**src/hw/rtl/owrr_pkg.sv**
```systemverilog
// Package: shared types and constants of the 1-Wire read-ROM master.
`timescale 1ns / 1ps
package owrr_pkg;

  // Sequencer phases
  typedef enum logic [2:0] {
    PH_IDLE     = 3'd0,
    PH_RST_LOW  = 3'd1,
    PH_RST_WAIT = 3'd2,
    PH_RST_REC  = 3'd3,
    PH_WRITE    = 3'd4,
    PH_READ     = 3'd5
  } phase_e;

  // Result status codes
  localparam logic [1:0] StNone      = 2'd0;
  localparam logic [1:0] StKeyByte   = 2'd1;
  localparam logic [1:0] StNoPresent = 2'd2;
  localparam logic [1:0] StRefused   = 2'd3;

  // Input op codes
  localparam logic OpTick  = 1'b0;
  localparam logic OpStart = 1'b1;

  // Register addresses (word index)
  localparam logic RegEnabled = 1'b0;

  // Bus timing in microseconds
  localparam logic [8:0] RstLowUs     = 9'd480;
  localparam logic [8:0] PresSampleUs = 9'd70;
  localparam logic [8:0] RstRecUs     = 9'd410;
  localparam logic [8:0] Wr1LowUs     = 9'd5;
  localparam logic [8:0] Wr1SlotUs    = 9'd60;
  localparam logic [8:0] Wr0LowUs     = 9'd60;
  localparam logic [8:0] Wr0SlotUs    = 9'd65;
  localparam logic [8:0] RdLowUs      = 9'd2;
  localparam logic [8:0] RdSampleUs   = 9'd12;
  localparam logic [8:0] RdSlotUs     = 9'd62;

  // Read ROM command, sent LSB first
  localparam logic [7:0] RomCmd = 8'h33;

  // Number of ROM bytes read per sequence
  localparam logic [3:0] KeyBytes = 4'd8;

  typedef struct packed {
    logic op;
    logic line_level;
  } in_t;

  typedef struct packed {
    logic       drive_low;
    logic       busy_res;
    logic [1:0] status;
    logic [2:0] byte_index;
    logic [7:0] key_byte;
    logic       last;
  } out_t;

endpackage

```
**src/hw/rtl/one_wire_read_rom_master.sv**
```systemverilog
// Each accepted word's result word is loaded into the result register.
// Throughput: one word per cycle; the input takes a word whenever the result
// register is empty or its word is being taken in the same cycle.
// Reset (rst_ni low, asynchronous): sequencer idle, counters cleared,
// enabled cleared, no result pending.
// Top level: 1-Wire master that resets the bus, sends Read ROM and reads the key.
`timescale 1ns / 1ps
module one_wire_read_rom_master (
  input  logic              clk_i,
  input  logic              rst_ni,
  // input words
  input  logic              in_valid_i,
  output logic              in_ready_o,
  input  owrr_pkg::in_t     in_data_i,
  // result words
  output logic              out_valid_o,
  input  logic              out_ready_i,
  output owrr_pkg::out_t    out_data_o,
  // configuration port
  input  logic              psel,
  input  logic              penable,
  input  logic              pwrite,
  input  logic [2:0]        paddr,
  input  logic [31:0]       pwdata,
  output logic [31:0]       prdata,
  output logic              pready
);

  owrr_pkg::phase_e phase_q, phase_d;
  logic [8:0]       us_q, us_d;
  logic [2:0]       bit_q, bit_d;
  logic [2:0]       byte_q, byte_d;
  logic [7:0]       shift_q, shift_d;
  logic             pres_q, pres_d;
  logic             enabled_q;
  logic             out_valid_q;
  owrr_pkg::out_t   out_q, res_d;
  logic             in_fire;
  logic [8:0]       us_inc;
  logic             wbit;
  logic [3:0]       byte_next;

  // Configuration register
  assign pready = 1'b1;
  assign prdata = (paddr[2] == owrr_pkg::RegEnabled) ? {31'd0, enabled_q} : 32'd0;

  always_ff @(posedge clk_i or negedge rst_ni) begin
    if (!rst_ni) begin
      enabled_q <= 1'b0;
    end else if (psel && penable && pwrite && pready &&
                 (paddr[2] == owrr_pkg::RegEnabled)) begin
      enabled_q <= pwdata[0];
    end
  end

  // Accept a word when the result register frees up
  assign in_ready_o = !out_valid_q || out_ready_i;
  assign in_fire    = in_valid_i && in_ready_o;

  assign us_inc    = us_q + 9'd1;
  assign byte_next = {1'b0, byte_q} + 4'd1;

  // Next state and result word
  always_comb begin
    phase_d = phase_q;
    us_d    = us_q;
    bit_d   = bit_q;
    byte_d  = byte_q;
    shift_d = shift_q;
    pres_d  = pres_q;
    res_d   = '0;
    wbit    = owrr_pkg::RomCmd[bit_q];

    if (in_data_i.op == owrr_pkg::OpStart) begin
      if (phase_q != owrr_pkg::PH_IDLE) begin
        res_d.status = owrr_pkg::StRefused;
      end else if (!enabled_q) begin
        res_d.status = owrr_pkg::StRefused;
        res_d.last   = 1'b1;
      end else begin
        phase_d = owrr_pkg::PH_RST_LOW;
        us_d    = '0;
        bit_d   = '0;
        byte_d  = '0;
        shift_d = '0;
        pres_d  = 1'b0;
      end
    end else if (phase_q != owrr_pkg::PH_IDLE) begin
      us_d = us_inc;
      unique case (phase_q)
        owrr_pkg::PH_RST_LOW: begin
          if (us_inc >= owrr_pkg::RstLowUs) begin
            phase_d = owrr_pkg::PH_RST_WAIT;
            us_d    = '0;
          end
        end
        owrr_pkg::PH_RST_WAIT: begin
          // sample presence: a low line means a device answered
          if (us_inc >= owrr_pkg::PresSampleUs) begin
            pres_d  = !in_data_i.line_level;
            phase_d = owrr_pkg::PH_RST_REC;
            us_d    = '0;
          end
        end
        owrr_pkg::PH_RST_REC: begin
          if (us_inc >= owrr_pkg::RstRecUs) begin
            us_d = '0;
            if (!pres_q) begin
              phase_d      = owrr_pkg::PH_IDLE;
              res_d.status = owrr_pkg::StNoPresent;
              res_d.last   = 1'b1;
            end else begin
              phase_d = owrr_pkg::PH_WRITE;
              bit_d   = '0;
            end
          end
        end
        owrr_pkg::PH_WRITE: begin
          if (us_inc >= (wbit ? owrr_pkg::Wr1SlotUs : owrr_pkg::Wr0SlotUs)) begin
            us_d = '0;
            if (bit_q == 3'd7) begin
              phase_d = owrr_pkg::PH_READ;
              bit_d   = '0;
              byte_d  = '0;
              shift_d = '0;
            end else begin
              bit_d = bit_q + 3'd1;
            end
          end
        end
        owrr_pkg::PH_READ: begin
          // sample the data bit early in the slot, at RdSampleUs
          if (us_inc == owrr_pkg::RdSampleUs && in_data_i.line_level) begin
            shift_d[bit_q] = 1'b1;
          end
          if (us_inc >= owrr_pkg::RdSlotUs) begin
            us_d = '0;
            if (bit_q == 3'd7) begin
              res_d.status     = owrr_pkg::StKeyByte;
              res_d.byte_index = byte_q;
              res_d.key_byte   = shift_d;
              bit_d            = '0;
              shift_d          = '0;
              if (byte_next >= owrr_pkg::KeyBytes) begin
                res_d.last = 1'b1;
                phase_d    = owrr_pkg::PH_IDLE;
                byte_d     = '0;
              end else begin
                byte_d = byte_next[2:0];
              end
            end else begin
              bit_d = bit_q + 3'd1;
            end
          end
        end
        default: begin
          phase_d = owrr_pkg::PH_IDLE;
          us_d    = '0;
        end
      endcase
    end

    // Line drive for the coming microsecond
    unique case (phase_d)
      owrr_pkg::PH_RST_LOW: res_d.drive_low = 1'b1;
      owrr_pkg::PH_WRITE: begin
        res_d.drive_low = us_d < (owrr_pkg::RomCmd[bit_d] ? owrr_pkg::Wr1LowUs
                                                          : owrr_pkg::Wr0LowUs);
      end
      owrr_pkg::PH_READ: res_d.drive_low = us_d < owrr_pkg::RdLowUs;
      default:           res_d.drive_low = 1'b0;
    endcase
    res_d.busy_res = phase_d != owrr_pkg::PH_IDLE;
  end

  // Sequencer state
  always_ff @(posedge clk_i or negedge rst_ni) begin
    if (!rst_ni) begin
      phase_q <= owrr_pkg::PH_IDLE;
      us_q    <= '0;
      bit_q   <= '0;
      byte_q  <= '0;
      shift_q <= '0;
      pres_q  <= 1'b0;
    end else if (in_fire) begin
      phase_q <= phase_d;
      us_q    <= us_d;
      bit_q   <= bit_d;
      byte_q  <= byte_d;
      shift_q <= shift_d;
      pres_q  <= pres_d;
    end
  end

  // Result register valid
  always_ff @(posedge clk_i or negedge rst_ni) begin
    if (!rst_ni) begin
      out_valid_q <= 1'b0;
    end else if (in_fire) begin
      out_valid_q <= 1'b1;
    end else if (out_ready_i) begin
      out_valid_q <= 1'b0;
    end
  end

  // Result register payload
  always_ff @(posedge clk_i) begin
    if (in_fire) begin
      out_q <= res_d;
    end
  end

  assign out_valid_o = out_valid_q;
  assign out_data_o  = out_q;

endmodule
```
**config.mk**
```make
export PLATFORM = sky130hd
export DESIGN_NAME = one_wire_read_rom_master
export DESIGN_NICKNAME = d
export VERILOG_FILES = /design/src/hw/rtl/owrr_pkg.sv /design/src/hw/rtl/one_wire_read_rom_master.sv
export SDC_FILE = /design/constraint.sdc
export NUM_CORES = 1
export LEC_CHECK = 0
export ABC_AREA = 1
export BUFFER_PORTS_ARGS = -buffer_cell sky130_fd_sc_hd__buf_4
export CAP_MARGIN = 20
export CORE_AREA = 2 2 82 84
export DETAILED_ROUTE_END_ITERATION = 6
export DIE_AREA = 0 0 84 86
export PLACE_DENSITY_LB_ADDON = 0.15
export SLEW_MARGIN = 20
export SYNTH_ARGS = -nofsm -noshare
export SYNTH_HDL_FRONTEND = slang
export SYNTH_SLANG_ARGS = --single-unit
export TNS_END_PERCENT = 100
```
**constraint.sdc**
```tcl
create_clock -name clk_i -period 4 [get_ports clk_i]
set_input_delay 0.8 -clock clk_i [delete_from_list [all_inputs] [get_ports clk_i]]
set_output_delay 0.8 -clock clk_i [all_outputs]
set_load 0.02 [all_outputs]
```
Yosys cells after proc, flatten, opt, wreduce, memory -nomap -nowiden --
Memory sizes are Yosys's and may differ from the RTL's. Cells that the tools add are included.
Cells by class: $add $sub $neg 3, multipliers 0, divide/modulo/power cells 0, order comparisons 11, eq/ne operators 15, shifts and indexed selects 0, mux-type cells 87, bitwise logic cells 6, reductions and logical operators 21
Operators by type and width (number):
- 2-to-1 mux 3 bit | 31
- 2-to-1 mux 9 bit | 9
- 2-to-1 mux 8 bit | 9
- case mux 9 bit (5 select lines) | 1
- 2-to-1 mux 13 bit | 2
- greater-or-equal comparator 9 bit (second input constant) | 2
- 2-to-1 mux 1 bit | 18
- case mux 8 bit (2 select lines) | 1
- == test 3 bit (second input constant) | 5
- case mux 3 bit (5 select lines) | 1
- 2-to-1 mux 14 bit | 1
- != test 3 bit (second input constant) | 4
- 2-to-1 mux 11 bit | 1
- 2-to-1 mux 2 bit | 5
- nonzero test 2 bit | 5
- adder 9 x 1 -> 9 bit (second input constant) | 1
- == test 9 x 4 -> 1 bit (second input constant) | 1
- greater-or-equal comparator 9 x 6 -> 1 bit (second input constant) | 1
- greater-or-equal comparator 9 x 7 -> 1 bit | 1
- greater-or-equal comparator 9 x 7 -> 1 bit (second input constant) | 1
- less-than comparator 9 x 2 -> 1 bit (second input constant) | 1
- less-than comparator 9 x 6 -> 1 bit | 1
- case mux 3 bit (3 select lines) | 1
- AND reduction 9 bit | 1
- 24 further kinds | 39
Storage, ports and cells: register bits after elaboration 45, bits in latches 0, RAM bits 0, ROM bits 16, bits of input ports 44, word-level logic and storage cells 159, memories 2
Memory list:
- (no name shown) | words 8, bits a word 1, read ports 1, clocked after memory_dff 0, wr ports 0, RTL line one_wire_read_rom_master.sv:167 | res_d.drive_low = us_d < (owrr_pkg::RomCmd[bit_d] ? owrr_pkg::Wr1LowUs
- (no name shown) | words 8, bits a word 1, read ports 1, clocked after memory_dff 0, wr ports 0, RTL line one_wire_read_rom_master.sv:72 | wbit = owrr_pkg::RomCmd[bit_q];

Depth between registers and ports, before layout --
Gate-level depths: netlist (run 1).
depth in word-level cells 13, mapped depth 28, mapped depth without buffers 28

Worst setup path after synthesis (run 1) --
OpenSTA, ideal clock, no wires.
path kind register -> register, start point register us_q[0], end point register out_q (netlist bit out_data_o[15]), data pin, setup time 0.259 ns, arrival time 3.010 ns, data required time 3.741 ns, slack 0.731 ns, cell stages (with the launch flop) 25, buffers on the path 0, cell sequence dfrtp_1 > ha_1 > nand2_2 > nor3_2 > nor2_4 > ha_1 > nand2_1 > nor2_1 > nand4_1 > nand4_1 > nand2_1 > inv_1 > nand3_2 > nand2_1 > inv_2 > a21oi_1 > inv_1 > ha_1 > nand2_1 > nor2_1 > nand2_1 > nand2_1 > nand2_1 > nand2_1 > nand3_1
RTL lines:
- start: declaration | RTL line one_wire_read_rom_master.sv:30 | logic [8:0] us_q, us_d;
- start signal: assignment | RTL line one_wire_read_rom_master.sv:187 | us_q <= us_d;
- end signal: assignment | RTL line one_wire_read_rom_master.sv:209 | out_q <= res_d;
- end: declaration | RTL line one_wire_read_rom_master.sv:37 | owrr_pkg::out_t out_q, res_d;

==> metrics.md, run 1 <==
| Metric | Value |
|---|---|
| Outcome | finished clean |
| Share of total power in sequential cells | 0.489 |
| Critical path buffer and inverter count | 3 |
| GRT Total Usage | 0.205 |
| Wire length after detailed routing | 7.35 mm |
| Pins Over Slew Limit | 0 |
| Worst stage delay on the critical path | 0.45 ns |
| Total number of H-tree levels | 2 |
| Final core utilization | 0.567 |
| Mux share of post-synthesis cell area | 0.00306 |
| Clock share of power | 0.277 |
| Layout area overhead | 9.04% |
| Post-Synth XOR/XNOR Area | 0 |
| Sum of net half-perimeters after detailed placement | 5.57 mm |
| Post-synth top area cell | sky130_fd_sc_hd__dfrtp_1 |
| R2R setup slack | 0.36 ns |
| TNS Setup | 0 ns |
| CTS hold repair buffers | 0 |
| Combinational group share of total power | 0.233 |
| Setup ws final | 0.362 ns |
| Data required time of the critical path | 4.06 ns |
| Area of the core | 0.00628 sq mm |
| Layout Nets | 533 |
| Adder-cell share of the synthesized area | 0.0536 |
| Vias in the first global route | 2702 |
| Layout Cell Area excl Fill | 0.00356 sq mm |
| Fraction of post-synthesis cell area in the top cell type by area | 0.222 |
| Share of layout cells above drive strength 1 | 0.143 |
| Fin crit share | 0.910 |
| Slew at the pin closest to its max-slew limit | 0.510 ns |
| Switching Share | 0.348 |
| Crit path launch type | register |
| Fraction of the yosys area taken by sequential cells | 0.369 |
| Top FF cell, synth | sky130_fd_sc_hd__dfrtp_1 |
| Synthesized area divided by synthesized cell count | 7.39 sq um |
| Yosys warnings | 0 |
| Total count of hold-check failures in the final report | 0 |
| Die ar. | 0.00722 sq mm |
| Violation count after the first detailed-routing iteration | 154 |
| DR vias | 2857 |
| Compound-gate portion of the synthesized area | 0.119 |
| Nature of the critical path endpoint | register |
| First drt pass iteration count | 4 |
| RSZ-0062 raised after global routing | false |
| Effective utilization at floorplan | 0.520 |
| Clock tree from TritonCTS | yes |
| Max Clock Skew | 0.00770 ns |
| Cell types occupying the most area after synthesis | sky130_fd_sc_hd__dfrtp_1 22%, sky130_fd_sc_hd__edfxtp_1 15%, sky130_fd_sc_hd__nand2_1 13%, sky130_fd_sc_hd__buf_4 7.6%, sky130_fd_sc_hd__inv_1 6.2% |
| Distinct cells, synth | 37 |
| Maximum number of pins on one net before global-route repair | 30 |
| Switching component of the power | 0.375 mW |
| Ratio of total power to cell area | 303 mW/mm^2 |
| Initial antenna violation count | 0 |
| Overall overflow remaining after global route | 0 |
| Arrival @ worst endpoint | 3.70 ns |
| Relative slew slack | 0.659 |
| Async S/R FF share, synth | 0.644 |
| Dominant cell by count in the synthesized netlist | sky130_fd_sc_hd__nand2_1 |
| Final std cells w/o fill | 553 |
| Filler Cell Count | 610 |
| Setup Buffers After CTS | 0 |
| Number of cells after detailed placement | 545 |
| Global-route wire length before repair | 12.0 mm |
| Clock Latency Late Sink | 0.31 ns |
| Cell family with most CP delay | simple AND/OR/NAND/NOR gates |
| Placed standard-cell area | 0.00346 sq mm |
| Wire length per cell | 13.3 um |
| Leading cell types by count after synthesis | 109 x sky130_fd_sc_hd__nand2_1, 54 x sky130_fd_sc_hd__inv_1, 46 x sky130_fd_sc_hd__nor2_1 |
| Leakage | 1.77 nW |
| Chip width | 84 um |
| Max-Cap Viols | 0 |
| Post-CTS resize count | 0 |
| Clock buffer depth | 2 |
| Most used cell along the critical path | sky130_fd_sc_hd__nand2_1 |
| Minimum clock period | 3.64 ns |
| Worst Hold Class | in -> async |
| Root Driver | sky130_fd_sc_hd__clkbuf_8 |
| Cells along the critical path | ha_1 > nand2_2 > nor3_2 > nor2_4 > ha_1 > nand2_1 > nor2_1 > nand4_1 > nand4_1 > nand2_1 > inv_1 > nand3_2 > nand2_1 > inv_2 > a21oi_2 > inv_1 > ha_1 > nand2_1 > nor2_1 > nand2_1 > nand2_1 > nand2_1 > nand2_1 > nand3_1 |
| Internal power contribution | 0.704 mW |
| Number of flip-flops and latches in the synthesized netlist | 45 |
| Final GP Congestion | 0.885 |
| Simple-gate share of the synthesized area | 0.306 |
| WHS | 0.405 ns |
| Buffers on Ports | 29 |
| Biggest fanout along the worst timing path | 7 |
| Clock slew at the register clock pins of the worst setup and hold paths | 0.10 ns |
| Synth Instances | 442 |
| CP max-delay cell | sky130_fd_sc_hd__dfrtp_2 |
| Final count of negative-setup-slack endpoints | 0 |
| Pre-CTS setup slack | 0.306 ns |
| Io pins | 95 |
| Antenna diode instance count | 0 |
| Worst-case vdd ir drop | 0.000204 V |
| Cell Rows | 29 |
| Max Freq | 275 MHz |
| Cell area after synthesis | 0.00327 sq mm |
| Routed vias/inst | 5.17 |
| Number of synthesized flops with an enable pin | 16 |
| Main combinational cell family by area after synthesis | simple AND/OR/NAND/NOR gates |
| Total power after layout | 1.08 mW |
| Number of buffers added by the clock tree synthesis step | 5 |
| Residual antenna-violating net count after detailed routing | 0 |
| DRC violation count after routing | 0 |
| Sink count of the clock tree | 45 |
| Chip height | 86 um |
| Kind of critical path | reg -> reg |
==> cells by family after synthesis <==
family          count (synthesis)
compound gates                 62
other cells                     2
simple gates                  224
flops                          45
buf+inv                        94
mux                             1
fa+ha+maj                      14
==> cell usage in the layout (no fill, tap or decap), types with 4 or more instances in the layout <==
cell type,count
sky130_fd_sc_hd__a21oi_1,7
sky130_fd_sc_hd__a41oi_1,6
sky130_fd_sc_hd__buf_4,34
sky130_fd_sc_hd__clkbuf_8,5
sky130_fd_sc_hd__conb_1,32
sky130_fd_sc_hd__dfrtp_1,28
sky130_fd_sc_hd__edfxtp_1,16
sky130_fd_sc_hd__ha_1,14
sky130_fd_sc_hd__inv_1,54
sky130_fd_sc_hd__nand2_1,109
sky130_fd_sc_hd__nand2_2,8
sky130_fd_sc_hd__nand3_1,32
sky130_fd_sc_hd__nand4_1,7
sky130_fd_sc_hd__nor2_1,46
sky130_fd_sc_hd__nor2_2,5
sky130_fd_sc_hd__nor3_1,7
sky130_fd_sc_hd__o21ai_0,24
sky130_fd_sc_hd__o21ai_1,4
sky130_fd_sc_hd__o31ai_1,9
==> power groups by stage <==
| stage | clock (mW) | combinational, mW | sequential [mW] |
|---|---|---|---|
| final | 0.299 | 0.252 | 0.528 |
| after CTS | 0.309 | 0.250 | 0.528 |
| after global routing | 0.324 | 0.279 | 0.532 |
| after floorplan | 0 | 0.177 | 0.552 |
| after detailed placement | 0 | 0.249 | 0.538 |
| after global placement | 0 | 0.246 | 0.537 |
==> path summary, 6_finish.rpt <==
check,from,to,cells past startpoint
min in group clk_i,shift_q[0],shift_q[0],2
max in group asynchronous,rst_ni,us_q[1],1
hold reg to reg,shift_q[0],shift_q[0],2
hold / removal,rst_ni,us_q[4],1
setup / recovery,us_q[1],out_data_o[15],24
setup reg to reg,us_q[1],out_data_o[15],24
==> worst reg2reg max path: cells and delay by family, from the launching register on <==
family          cells  cell delay (ns)
buf+inv             3             0.19
flops               1             0.45
simple gates       17             1.72
compound gates      1             0.18
fa+ha+maj           3             0.85
==> sequential cells by signal (all words and copies together), names as in the netlist <==
| name | cells |
|---|---|
| out_data_o | 16 |
| us_q | 9 |
| shift_q | 8 |
| bit_q | 3 |
| byte_q | 3 |
| phase_q | 3 |
| enabled_q | 1 |
| out_valid_o | 1 |
| pres_q | 1 |
==> layer usage <==
metal,GRT usage,vias to the layer above,wire length [um]
met1,0.253,1308,3180
met5,0,-,0
met4,0.0616,0,121
met2,0.369,78,3700
li1,-,1458,-
met3,0.0346,13,345
==> layout make-up <==
cell class,instances,area [sq um],share of cell area
multi-input combinational,333,1700,0.478
sequential,45,1210,0.339
timing repair buffer,34,255,0.0717
inverter,56,210,0.0590
tap,77,96.3,0.0270
clock buffer,5,68.8,0.0193
clock inverter,3,21.3,0.00597
(Power assumes the default switching activity.)
==> inputs of run 2 (changes only) <==
PLACE_DENSITY_LB_ADDON = 0.2   (was 0.15)
==> run 2 against run 1 <==
Effect of this change: non-clock buffer count fell by 1; clock-buffer cell count increased by 1; core utilization increased by 0.34 points; cell area is 0.60% higher; clock skew down 0.00093 ns; critical endpoint unchanged; highest routed layer unchanged.
==> metrics.md, run 2 (synthesis results as in run 1) <==
| Metric | Value |
|---|---|
| Outcome | finished clean |
| First drt pass iteration count | 5 (+1) |
| Internal power contribution | 0.783 mW (+11%) |
| Number of buffers added by the clock tree synthesis step | 5 (unchanged) |
| Chip width | 84 um (unchanged) |
| Data required time of the critical path | 4.06 ns (about the same) |
| Final GP Congestion | 0.886 (+0.14%) |
| Share of layout cells above drive strength 1 | 0.139 (-0.00391) |
| Clock buffer depth | 2 (unchanged) |
| Sink count of the clock tree | 45 (unchanged) |
| Max Clock Skew | 0.00677 ns (-0.000928 ns) |
| Share of total power in sequential cells | 0.461 (-0.028) |
| Kind of critical path | reg -> reg |
| Layout Nets | 532 (-0.19%) |
| Clock tree from TritonCTS | yes |
| Slew at the pin closest to its max-slew limit | 0.696 ns (+0.186 ns) |
| Clock slew at the register clock pins of the worst setup and hold paths | 0.09 ns (about the same) |
| Final count of negative-setup-slack endpoints | 0 (unchanged) |
| Combinational group share of total power | 0.219 (-0.014) |
| Initial antenna violation count | 0 (unchanged) |
| Wire length per cell | 13.6 um (+2.0%) |
| Overall overflow remaining after global route | 0 (unchanged) |
| Fin crit share | 0.909 (about the same) |
| RSZ-0062 raised after global routing | false |
| Area of the core | 0.00628 sq mm (unchanged) |
| Antenna diode instance count | 0 (unchanged) |
| Worst Hold Class | in -> async |
| TNS Setup | 0 ns (unchanged) |
| Switching component of the power | 0.364 mW (-2.9%) |
| DRC violation count after routing | 0 (unchanged) |
| Clock share of power | 0.320 (+0.043) |
| Worst-case vdd ir drop | 0.000158 V (-23%) |
| Die ar. | 0.00722 sq mm (unchanged) |
| Leakage | 1.78 nW (+0.44%) |
| DR vias | 2899 (+1.5%) |
| Layout area overhead | 9.69% |
| Global-route wire length before repair | 12.4 mm (+3.2%) |
| Number of cells after detailed placement | 544 (-0.18%) |
| Filler Cell Count | 627 (+2.8%) |
| Buffers on Ports | 29 (unchanged) |
| Setup Buffers After CTS | 0 (unchanged) |
| Switching Share | 0.318 (-0.0299) |
| Arrival @ worst endpoint | 3.69 ns (about the same) |
| Biggest fanout along the worst timing path | 7 (unchanged) |
| Maximum number of pins on one net before global-route repair | 30 (unchanged) |
| Routed vias/inst | 5.25 (+1.7%) |
| Violation count after the first detailed-routing iteration | 130 (-16%) |
| Effective utilization at floorplan | 0.520 (unchanged) |
| Ratio of total power to cell area | 320 mW/mm^2 (+5.6%) |
| Most frequent cells in the layout | 109 x sky130_fd_sc_hd__nand2_1, 54 x sky130_fd_sc_hd__inv_1, 46 x sky130_fd_sc_hd__nor2_1 |
| Final std cells w/o fill | 552 (-0.18%) |
| Total number of H-tree levels | 2 (unchanged) |
| Io pins | 95 (unchanged) |
| Relative slew slack | 0.536 (-0.123) |
| Root Driver | sky130_fd_sc_hd__clkbuf_8 |
| Crit path launch type | register |
| Max-Cap Viols | 0 (unchanged) |
| Number of flip-flops under the largest register name | 16 (unchanged) |
| Minimum clock period | 3.64 ns (-0.00239 ns) |
| Clock Latency Late Sink | 0.30 ns (about the same) |
| Total count of hold-check failures in the final report | 0 (unchanged) |
| Cell Rows | 29 (unchanged) |
| Chip height | 86 um (unchanged) |
| Wire length after detailed routing | 7.48 mm (+1.8%) |
| Sum of net half-perimeters after detailed placement | 5.63 mm (+1.0%) |
| Pins Over Slew Limit | 0 (unchanged) |
| Max Freq | 275 MHz (about the same) |
| Residual antenna-violating net count after detailed routing | 0 (unchanged) |
| GRT Total Usage | 0.210 (+0.00508) |
| Commonest non-fill, non-tap cell in the layout | sky130_fd_sc_hd__nand2_1 |
| Nature of the critical path endpoint | register |
| Vias in the first global route | 2692 (-0.37%) |
==> run 2: worst paths after layout <==
path                            depth (start not counted)  slack (ns)        endpoint        from
max in group asynchronous                               1        3.26         us_q[1]      rst_ni
min in group clk_i                                      2        0.49      shift_q[0]  shift_q[0]
worst max register to register                         24        0.36  out_data_o[15]     us_q[1]
worst max-delay path                                   24        0.36  out_data_o[15]     us_q[1]
worst min-delay path                                    1        0.42      shift_q[1]      rst_ni
worst min register to register                          2        0.49      shift_q[0]  shift_q[0]
==> run 2: stage by stage <==
| stage | total power, mW | utilization | setup slack [ns] | hold WS (ns) | area [sq um] |
|---|---|---|---|---|---|
| after floorplan | 0.730 | - | 0.731 | 0.452 | 3380 |
| after global placement | 0.782 | 0.551 | 0.357 | 0.465 | 3460 |
| after detailed placement | 0.788 | 0.551 | 0.325 | 0.477 | 3460 |
| after CTS | 1.15 | 0.570 | 0.283 | 0.436 | 3580 |
| after global routing | 1.21 | 0.571 | 0.0442 | 0.447 | 3580 |
| final | 1.15 | 0.571 | 0.364 | 0.423 | 3580 |
==> run 2: cell type report <==
cell class,count,area [sq um],area share
multi-input combinational,333,1700,0.475
sequential,45,1210,0.337
timing repair buffer,33,248,0.0691
inverter,56,210,0.0587
tap,77,96.3,0.0269
clock buffer,6,82.6,0.0230
clock inverter,2,37.5,0.0105
==> run 2: repair_timing <==
action                                  in CTS  in global routing
endpoints found under the setup margin       0                  1
hold buffers                                 0                  0
gates resized for setup                      0                  1
==> run 2: power by group through the flow <==
stage | Clock, mW | Sequential [mW] | Combinational, mW
2_1_floorplan | 0 | 0.552 | 0.177
3_3_place_gp | 0 | 0.537 | 0.245
3_5_place_dp | 0 | 0.539 | 0.249
4_1_cts | 0.374 | 0.530 | 0.250
5_1_grt | 0.394 | 0.533 | 0.280
6_report | 0.367 | 0.529 | 0.251
==> run 2: critical path, cell delays in order (launching register included) <==
cell	delay, ns
sky130_fd_sc_hd__dfrtp_2	0.44
sky130_fd_sc_hd__ha_1	0.22
sky130_fd_sc_hd__nand2_2	0.11
sky130_fd_sc_hd__nor3_2	0.27
sky130_fd_sc_hd__nor2_4	0.11
sky130_fd_sc_hd__ha_1	0.33
sky130_fd_sc_hd__nand2_1	0.06
sky130_fd_sc_hd__nor2_1	0.14
sky130_fd_sc_hd__nand4_1	0.15
sky130_fd_sc_hd__nand4_1	0.18
sky130_fd_sc_hd__nand2_1	0.07
sky130_fd_sc_hd__inv_1	0.08
sky130_fd_sc_hd__nand3_2	0.10
sky130_fd_sc_hd__nand2_1	0.09
sky130_fd_sc_hd__inv_2	0.05
sky130_fd_sc_hd__a21oi_1	0.21
sky130_fd_sc_hd__inv_1	0.08
sky130_fd_sc_hd__ha_1	0.30
sky130_fd_sc_hd__nand2_1	0.05
sky130_fd_sc_hd__nor2_1	0.09
sky130_fd_sc_hd__nand2_1	0.05
sky130_fd_sc_hd__nand2_1	0.05
sky130_fd_sc_hd__nand2_1	0.05
sky130_fd_sc_hd__nand2_1	0.05
sky130_fd_sc_hd__nand3_1	0.07
==> run 2: routing by layer <==
| metal | vias to the layer above | part of all wire | global-route usage |
|---|---|---|---|
| met3 | 13 | 0.046 | 0.0327 |
| met2 | 82 | 0.49 | 0.376 |
| met4 | 0 | 0.021 | 0.0630 |
| met1 | 1350 | 0.44 | 0.263 |
| li1 | 1454 | - | - |
| met5 | - | 0 | 0 |
